[config.mk]
export PLATFORM = sky130hd
export DESIGN_NAME = lpc_synthesis_filter
export DESIGN_NICKNAME = d
export VERILOG_FILES = /design/src/design/lsf_pkg.sv /design/src/design/lpc_synthesis_filter.sv
export SDC_FILE = /design/constraint.sdc
export NUM_CORES = 2
export LEC_CHECK = 0
export ABC_AREA = 1
export BUFFER_PORTS_ARGS = -buffer_cell sky130_fd_sc_hd__buf_2
export CAP_MARGIN = 10
export CORE_UTILIZATION = 55
export DETAILED_ROUTE_END_ITERATION = 12
export PLACE_DENSITY_LB_ADDON = 0.08
export SLEW_MARGIN = 20
export SYNTH_ARGS = -nofsm -noshare
export SYNTH_HDL_FRONTEND = slang
export SYNTH_SLANG_ARGS = --single-unit
[constraint.sdc]
create_clock -name i_clk -period 12.56 [get_ports i_clk]
set_clock_uncertainty 0.1 [all_clocks]
set_input_delay 1.884 -clock i_clk [delete_from_list [all_inputs] [get_ports i_clk]]
set_output_delay 1.884 -clock i_clk [all_outputs]
set_load 0.05 [all_outputs]
[src/design/lsf_pkg.sv]
// ----------------------------------------------------------------------------
// lsf_pkg
// Shared types and constants of the LPC all-pole synthesis filter.
// ----------------------------------------------------------------------------
`default_nettype none

package lsf_pkg;

    // field widths
    localparam int COEF_W  = 16;   // Q4.12 coefficient
    localparam int CODE_W  = 16;   // residual code / Q1.15 dequantized value
    localparam int GAIN_W  = 16;   // Q8.8 gain
    localparam int HIST_W  = 24;   // Q9.15 history entry
    localparam int SAMP_W  = 16;   // Q1.15 output sample
    localparam int BD_W    = 5;    // bit depth register
    localparam int IDX_W   = 4;    // coefficient slot field

    // shared multiplier: history (or dequantized code) times coefficient (or gain)
    localparam int MUL_A_W = HIST_W + 1;
    localparam int MUL_B_W = COEF_W + 1;
    localparam int PROD_W  = MUL_A_W + MUL_B_W;

    // 16 taps of 40-bit products at most
    localparam int ACC_W   = 44;
    localparam int Y_W     = PROD_W - 8;

    // APB
    localparam int APB_DW  = 32;
    localparam int APB_AW  = 3;

    // register index, taken from paddr[2]
    localparam logic REG_BIT_DEPTH  = 1'b0;
    localparam logic REG_GAIN_RECIP = 1'b1;

    // request type of an input item
    localparam logic REQ_RESIDUAL = 1'b0;
    localparam logic REQ_COEF     = 1'b1;

    localparam logic [BD_W-1:0]   BD_RESET   = 5'd1;
    localparam logic [GAIN_W-1:0] GAIN_RESET = 16'd256;

    localparam logic signed [Y_W-1:0] HIST_MAX = Y_W'(64'sd8388607);
    localparam logic signed [Y_W-1:0] HIST_MIN = Y_W'(-64'sd8388608);
    localparam logic signed [Y_W-1:0] SAMP_MAX = Y_W'(64'sd32767);
    localparam logic signed [Y_W-1:0] SAMP_MIN = Y_W'(-64'sd32768);

    typedef enum logic [2:0] {
        S_IDLE,
        S_MAC,
        S_GAIN,
        S_SUM,
        S_OUT
    } t_state;

endpackage

`default_nettype wire

[src/design/lpc_synthesis_filter.sv]
// ----------------------------------------------------------------------------
// lpc_synthesis_filter
// All-pole LPC synthesis: dequantize, apply gain, add the prediction from the
// last ORDER outputs, saturate into history and onto the output.
// ----------------------------------------------------------------------------
//  channel   direction  handshake             payload
//  input     in         i_valid / o_stall     i_req_type, i_coef_index,
//                                             i_coef_value, i_code
//  output    out        o_valid / i_stall     o_sample, o_overflow
//  config    in         APB psel/penable      paddr, pwdata, prdata
//
//  A coefficient write is stored as it is taken. A residual item is worked on by
//  one shared 25x17 multiplier that handles one tap per cycle, then the gain
//  product, then the final add and saturation.
//  Reset clears coefficients, history, pointer and registers to their defaults.
//  The output register is freed while the next item is being worked on; if it
//  is still full when a result is ready, the block waits in its last state.
// ----------------------------------------------------------------------------
`default_nettype none

module lpc_synthesis_filter #(
    parameter int ORDER = 10
) (
    input  wire                                 i_clk,
    input  wire                                 i_rst_n,

    input  wire                                 i_valid,
    output logic                                o_stall,
    input  wire                                 i_req_type,
    input  wire  [lsf_pkg::IDX_W-1:0]           i_coef_index,
    input  wire  signed [lsf_pkg::COEF_W-1:0]   i_coef_value,
    input  wire  signed [lsf_pkg::CODE_W-1:0]   i_code,

    output logic                                o_valid,
    input  wire                                 i_stall,
    output logic signed [lsf_pkg::SAMP_W-1:0]   o_sample,
    output logic                                o_overflow,

    input  wire                                 psel,
    input  wire                                 penable,
    input  wire                                 pwrite,
    input  wire  [lsf_pkg::APB_AW-1:0]          paddr,
    input  wire  [lsf_pkg::APB_DW-1:0]          pwdata,
    output logic [lsf_pkg::APB_DW-1:0]          prdata,
    output logic                                pready
);

    import lsf_pkg::*;

    localparam int TAP_W = (ORDER > 1) ? $clog2(ORDER) : 1;
    localparam logic [TAP_W-1:0] LAST_TAP = TAP_W'(ORDER - 1);

    t_state r_state, n_state;

    logic [BD_W-1:0]   r_bit_depth;
    logic [GAIN_W-1:0] r_gain;

    logic signed [COEF_W-1:0] r_coef [ORDER];
    logic signed [HIST_W-1:0] r_hist [ORDER];
    logic [TAP_W-1:0]         r_ptr;

    logic [TAP_W-1:0]         r_tap;
    logic [TAP_W-1:0]         r_k;
    logic signed [CODE_W-1:0] r_v;

    logic signed [MUL_A_W-1:0] mul_a;
    logic signed [MUL_B_W-1:0] mul_b;
    logic signed [PROD_W-1:0]  mul_p;
    logic signed [PROD_W-1:0]  r_prod;
    logic                      r_prod_tap;
    logic signed [ACC_W-1:0]   r_acc;

    logic signed [SAMP_W-1:0]  r_res_sample;
    logic                      r_res_ovf;
    logic                      r_out_valid;
    logic signed [SAMP_W-1:0]  r_out_sample;
    logic                      r_out_ovf;

    logic                      in_acc;
    logic                      out_free;
    logic                      cfg_wr;
    logic [BD_W-1:0]           bd_eff;
    logic [3:0]                up_shift;
    logic signed [CODE_W-1:0]  v_deq;
    logic [TAP_W-1:0]          ptr_prev;
    logic signed [Y_W-1:0]     y;
    logic signed [HIST_W-1:0]  h_sat;
    logic signed [SAMP_W-1:0]  s_sat;
    logic                      ovf;

    // ---------------- configuration port ----------------
    assign pready = 1'b1;
    assign cfg_wr = psel && penable && pwrite && pready;

    always_comb begin
        unique case (paddr[2])
            REG_BIT_DEPTH:  prdata = APB_DW'(r_bit_depth);
            REG_GAIN_RECIP: prdata = APB_DW'(r_gain);
            default:        prdata = '0;
        endcase
    end

    always_ff @(posedge i_clk) begin
        if (!i_rst_n) begin
            r_bit_depth <= BD_RESET;
            r_gain      <= GAIN_RESET;
        end else if (cfg_wr) begin
            if (paddr[2] == REG_BIT_DEPTH)
                r_bit_depth <= pwdata[BD_W-1:0];
            else
                r_gain <= pwdata[GAIN_W-1:0];
        end
    end

    // ---------------- handshakes ----------------
    assign o_stall  = (r_state != S_IDLE);
    assign in_acc   = i_valid && !o_stall;
    assign out_free = !r_out_valid || !i_stall;

    // ---------------- dequantize ----------------
    always_comb begin
        priority if (r_bit_depth == '0)
            bd_eff = BD_W'(1);
        else if (r_bit_depth > BD_W'(16))
            bd_eff = BD_W'(16);
        else
            bd_eff = r_bit_depth;
        up_shift = 4'(BD_W'(16) - bd_eff);
        // low bits of the code moved to the top; the sign bit lands at bit 15
        v_deq    = i_code <<< up_shift;
    end

    assign ptr_prev = (r_ptr == '0) ? LAST_TAP : r_ptr - TAP_W'(1);

    // ---------------- shared multiplier ----------------
    always_comb begin
        if (r_state == S_GAIN) begin
            mul_a = MUL_A_W'(r_v);
            mul_b = $signed({1'b0, r_gain});
        end else begin
            mul_a = MUL_A_W'(r_hist[r_k]);
            mul_b = MUL_B_W'(r_coef[r_tap]);
        end
        mul_p = mul_a * mul_b;
    end

    // ---------------- final add and saturation ----------------
    always_comb begin
        y = $signed(r_prod[PROD_W-1:8])
          + Y_W'($signed(r_acc[ACC_W-1:12]));
        ovf = 1'b0;
        priority if (y > HIST_MAX) begin
            h_sat = HIST_MAX[HIST_W-1:0];
            ovf   = 1'b1;
        end else if (y < HIST_MIN) begin
            h_sat = HIST_MIN[HIST_W-1:0];
            ovf   = 1'b1;
        end else begin
            h_sat = y[HIST_W-1:0];
        end
        priority if (y > SAMP_MAX) begin
            s_sat = SAMP_MAX[SAMP_W-1:0];
            ovf   = 1'b1;
        end else if (y < SAMP_MIN) begin
            s_sat = SAMP_MIN[SAMP_W-1:0];
            ovf   = 1'b1;
        end else begin
            s_sat = y[SAMP_W-1:0];
        end
    end

    // ---------------- sequencer ----------------
    always_ff @(posedge i_clk) begin
        if (!i_rst_n)
            r_state <= S_IDLE;
        else
            r_state <= n_state;
    end

    always_comb begin
        n_state = r_state;
        unique case (r_state)
            S_IDLE: begin
                if (in_acc && (i_req_type == REQ_RESIDUAL))
                    n_state = S_MAC;
            end
            S_MAC: begin
                if (r_tap == LAST_TAP)
                    n_state = S_GAIN;
            end
            S_GAIN: n_state = S_SUM;
            S_SUM:  n_state = S_OUT;
            S_OUT: begin
                if (out_free)
                    n_state = S_IDLE;
            end
            default: n_state = S_IDLE;
        endcase
    end

    // ---------------- datapath registers ----------------
    always_ff @(posedge i_clk) begin
        r_prod <= mul_p;
        if (in_acc) begin
            r_v   <= v_deq;
            r_tap <= '0;
            r_k   <= ptr_prev;
        end else if (r_state == S_MAC) begin
            r_tap <= r_tap + TAP_W'(1);
            r_k   <= (r_k == '0) ? LAST_TAP : r_k - TAP_W'(1);
        end
        if (r_state == S_SUM) begin
            r_res_sample <= s_sat;
            r_res_ovf    <= ovf;
        end
    end

    always_ff @(posedge i_clk) begin
        if (!i_rst_n) begin
            r_prod_tap <= 1'b0;
            r_acc      <= '0;
            r_ptr      <= '0;
            for (int i = 0; i < ORDER; i++) begin
                r_coef[i] <= '0;
                r_hist[i] <= '0;
            end
        end else begin
            r_prod_tap <= (r_state == S_MAC);
            if (in_acc)
                r_acc <= '0;
            else if (r_prod_tap)
                r_acc <= r_acc + ACC_W'(r_prod);
            if (in_acc && (i_req_type == REQ_COEF) && (32'(i_coef_index) < ORDER))
                r_coef[i_coef_index[TAP_W-1:0]] <= i_coef_value;
            if (r_state == S_SUM) begin
                r_hist[r_ptr] <= h_sat;
                r_ptr         <= (r_ptr == LAST_TAP) ? '0 : r_ptr + TAP_W'(1);
            end
        end
    end

    // ---------------- output register ----------------
    always_ff @(posedge i_clk) begin
        if (!i_rst_n) begin
            r_out_valid <= 1'b0;
        end else if (r_state == S_OUT && out_free) begin
            r_out_valid <= 1'b1;
        end else if (!i_stall) begin
            r_out_valid <= 1'b0;
        end
    end

    always_ff @(posedge i_clk) begin
        if (r_state == S_OUT && out_free) begin
            r_out_sample <= r_res_sample;
            r_out_ovf    <= r_res_ovf;
        end
    end

    assign o_valid    = r_out_valid;
    assign o_sample   = r_out_sample;
    assign o_overflow = r_out_ovf;

endmodule

`default_nettype wire

# Word-level counts from Yosys, hierarchy flattened
# Memory sizes are Yosys's and may differ from the RTL's. A register that Yosys moved wholly into a read port is not among the register bits.
# Index checks and enable logic that the tools add are counted.
# classes
n_reduce_logical	24
magnitude_cmp	6
bitwise_logic	3
mul	1
n_mux	36
shift	1
eq_ne	10
add_sub_neg	7
# op_table
op	n
24-bit two-way mux	3
32-bit case mux with 2 select lines	1
4-bit two-way mux	12
44-bit by 42-bit adder with 44-bit output	1
25-bit by 17-bit multiplier with 42-bit output	1
34-bit by 32-bit adder with 34-bit output	1
34-bit by 16-bit greater-than comparator with 1-bit output, second input constant	1
34-bit by 24-bit greater-than comparator with 1-bit output, second input constant	1
34-bit by 16-bit less-than comparator with 1-bit output, second input constant	1
34-bit by 24-bit less-than comparator with 1-bit output, second input constant	1
16-bit two-way mux	2
25-bit two-way mux	1
24-bit OR reduction	1
17-bit two-way mux	1
16-bit OR reduction	1
16-bit by 4-bit <<< shifter with 16-bit output	1
3-bit case mux with 5 select lines	1
1-bit two-way mux	12
3-bit two-way mux	3
4-bit by 1-bit adder with 4-bit output, second input constant	2
4-bit equality test, second input constant	2
4-bit zero test	2
4-bit by 1-bit subtractor with 4-bit output, second input constant	2
1-bit logical AND	7
other kinds (19)	27
# totals
output_inout_bits	52
ram_bits	400
mem_count	2
regBits	174
in_bits	79
# mem_list
memory	words	word_bits	rd	rd_clocked_by_memory_dff	wr	line	source
r_hist	10	24	1	1	10	lpc_synthesis_filter.sv:59	logic signed [HIST_W-1:0] r_hist [ORDER];
r_coef	10	16	1	1	10	lpc_synthesis_filter.sv:58	logic signed [COEF_W-1:0] r_coef [ORDER];

# Longest topological paths before layout
# logic_depth
ltp_word	10
depth_mapped	39
mapped_depth_nobuf	35

# Worst setup path after synthesis
# OpenSTA, ideal clock, no wires.
# synth_path
path_type	reg2reg
startpoint	register with a tool-made name
endpoint	register r_prod[38]
setup_time_ns	0.127
n_path_buf	4
setup_slack_ns	5.551
path_stages_with_launch	35
arrival_ns	6.782
path_cell_list	dfxtp_1 > buf_2 > inv_2 > buf_2 > clkbuf_1 > nor2_1 > o22ai_1 > nor2_1 > o31ai_1 > nand2_1 > o21ai_1 > buf_2 > nand2_1 > fa_1 > inv_1 > fa_1 > inv_1 > fa_1 > inv_1 > fa_1 > fa_1 > inv_1 > fa_1 > inv_1 > ha_1 > a21o_1 > a21oi_1 > nor2_1 > nor2_1 > nand2_1 > a21oi_1 > o21ai_0 > a21oi_1 > o21ai_0 > xor2_1
# synth_lines
item	line	source
end signal, assigned	lpc_synthesis_filter.sv:203	r_prod <= mul_p;
end, declared	lpc_synthesis_filter.sv:69	logic signed [PROD_W-1:0] r_prod;

==> key figures <==
Layout
  • Fillers: 8713
  • Share of cells above drive strength 1: 0.0729
  • Area grow syn2layout: 8.52%
  • Register area: 23400 µm²
  • Most common cell after layout, fill and taps aside: nor2_1
  • Highest-count cells in the layout ignoring fill and taps: nor2_1 (1145), inv_1 (911), nand2_1 (871)
  • Area of the multi-input gates: 26700 µm²
  • Fin area: 59000 µm²
  • Post-layout util: 0.602
  • Final Net Count: 6772

GRT
  • GRT overflow: 0
  • All-layer global routing usage: 0.316
  • First-pass GRT wire length: 238000 µm
  • Global route hottest layer: met2
  • Global-route track usage on met2: 0.535
  • Met1 GRT Util: 0.411
  • GR Util met3: 0.0430
  • Vias in the first global route: 41000
  • Initial antenna violation count: 6
  • Largest net degree at the start of global routing: 89

Logic synthesis
  • Synthesized cell area: 54400 µm²
  • Yosys reg bits: 822
  • Post-synthesis sequential area ratio: 0.430
  • Yosys cell types: 54
  • YS warnings: 0
  • Synth async-reset ratio: 0
  • Mapped Cells: 6002
  • Syn_area_per_cell: 9.07 µm²
  • Top FF cell, synth: edfxtp_1
  • Post-synth EDFFs: 694

STA
  • Least-Margin Pin Slew: 1.08 ns
  • Fin Setup TNS: 0 ns
  • Final Hold Fails: 0
  • Fin crit period: 9.46 ns
  • Slew Viols, Final: 0
  • Max Clk Rate: 106 MHz
  • Crit share post-route: 0.753
  • Normalized max-slew margin: 0.276
  • Final setup violation count: 0
  • RSZ-0062 raised after global routing: false

Place
  • Placement Cell Area: 56300 µm²
  • Dpl hpwl: 111000 µm
  • RePlAce Congestion: 0.952
  • Port Buffer Count: 95

Setup path
  • Crit-path max cell delay: 0.74 ns
  • Worst Setup Start Kind: flop
  • Critical path endpoint category: flop
  • Worst path most repeated cell: fa_1
  • CP arrival: 9.87 ns
  • Req. time, crit path: 12.96 ns
  • Crit-path max FO: 61
  • Slowest CP cell: dfxtp_4
  • Setup CP Type: reg -> reg

Clock network
  • # hold bufs at CTS: 0
  • Setup Fix Bufs, Post-CTS: 0
  • Post-CTS sizing: 0
  • Reg clk slew, reported paths: 0.06 ns
  • Root Buffer Master: clkbuf_16
  • TritonCTS Buffers: 87
  • Clock latency at the later pin of the worst-skew pair: 0.67 ns
  • Clock sinks: 822
  • H-tree levels: 3
  • CTS tree: yes
  • Clock tree buffer depth: 3

Route
  • Drt total wl: 157000 µm
  • Vias per inst: 5.59
  • Initial DRC Count: 3604
  • Via count: 41700
  • Routed len/inst: 21.0 µm
  • First drt pass iteration count: 6
  • DR DRC count: 0
  • Post-route ant nets: 0

Run
  • MaxCap Viol Count: 0

Min path
  • Hold WC Path Type: reg -> reg

Floorplan
  • Die Area: 100000 µm²
  • Starting density of the core: 0.554
  • Boundary Pins: 131
  • Chip height: 317 µm
  • Die Wd: 317 µm
  • Area of the core: 98100 µm²
  • Row cnt: 115

Status
  • Outcome: finished, final reports clean
per-layer routing:
metal  vias to the layer above  share of wire
met5                         -              0
met4                         0          0.042
met3                       314          0.068
met2                      1526           0.48
met1                     20400           0.41
li1                      19500              -
cell type report:
class | instances | area share
diodes | 1 | 0.0000424
clock buffers | 104 | 0.0394
clock inverters | 51 | 0.00665
well taps | 1287 | 0.0273
repair buffers | 162 | 0.0168
multi-input cells | 4079 | 0.453
flip-flops and latches | 822 | 0.397
inverters | 954 | 0.0607
registers in the layout, summed over array words and instances (netlist names), 3 cells and up, named ones only:
| signal | cells |
|---|---|
| r_hist | 384 |
| r_res_sample | 16 |
| r_gain | 16 |
| r_bit_depth | 5 |
| r_k | 4 |
| r_acc | 44 |
| r_coef | 256 |
| r_tap | 4 |
| o_sample | 16 |
| r_state | 3 |
| r_prod | 42 |
| r_ptr | 4 |
| r_v | 16 |
per-stage QoR:
step	setup slack, ns	hold WS [ns]	cells
after floorplan	5.55	0.300	6113
after global placement	3.25	0.306	7304
after detailed placement	3.22	0.307	7304
after CTS	3.12	0.304	7459
after global routing	2.62	0.311	7460
final	3.10	0.308	7460
logic make-up (layout without fill, tap and decap cells):
logic type,after synthesis,count (layout),share of synthesized area
buf+inv,1212,1271,0.0878
mux,7,7,0.00131
fa+ha+maj,587,587,0.191
other cells,2,114,0.000138
compound gates,994,994,0.107
xor+xnor,95,95,0.0153
flops,822,822,0.430
simple gates,2283,2283,0.167
Yosys cell counts, types with 9 or more instances:
cell type,n,area [µm²]
fa_1,409,8190
o211ai_1,35,263
o21ai_2,18,158
clkbuf_1,161,604
a31oi_1,28,175
ha_1,178,2230
edfxtp_1,694,20800
nor2_1,1149,4310
o31ai_1,16,120
o21bai_1,15,113
buf_4,24,180
o22ai_1,56,350
xor2_1,62,543
buf_2,59,295
nand3_1,120,601
o221ai_1,112,981
inv_2,35,131
nor3_1,27,135
nand4_1,9,56.3
xnor2_1,33,289
nand2_1,878,3300
nand2_2,54,338
dfxtp_1,128,2560
o21ai_0,513,2570
a21oi_1,166,831
inv_1,913,3430
a21o_1,11,82.6
critical path: cells and delay by family, from the launching register on:
family	cells	cell delay, ns
buf+inv	7	2.04
xor+xnor	1	0.18
fa+ha+maj	7	3.56
compound gates	9	1.78
simple gates	7	0.87
flops	1	0.74
worst paths after layout:
path | cells after the start | end | from | slack, ns
setup / recovery | 31 | r_prod[38] | flop | 3.10
hold / removal | 0 | o_sample[1] | r_res_sample[1] | 0.31
setup reg to reg | 31 | r_prod[38] | flop | 3.10
hold reg to reg | 0 | o_sample[1] | r_res_sample[1] | 0.31
Power is left out: the tool's default activity adds up to more than one toggle a clock period on the data nets, which glitch-free logic cannot reach.
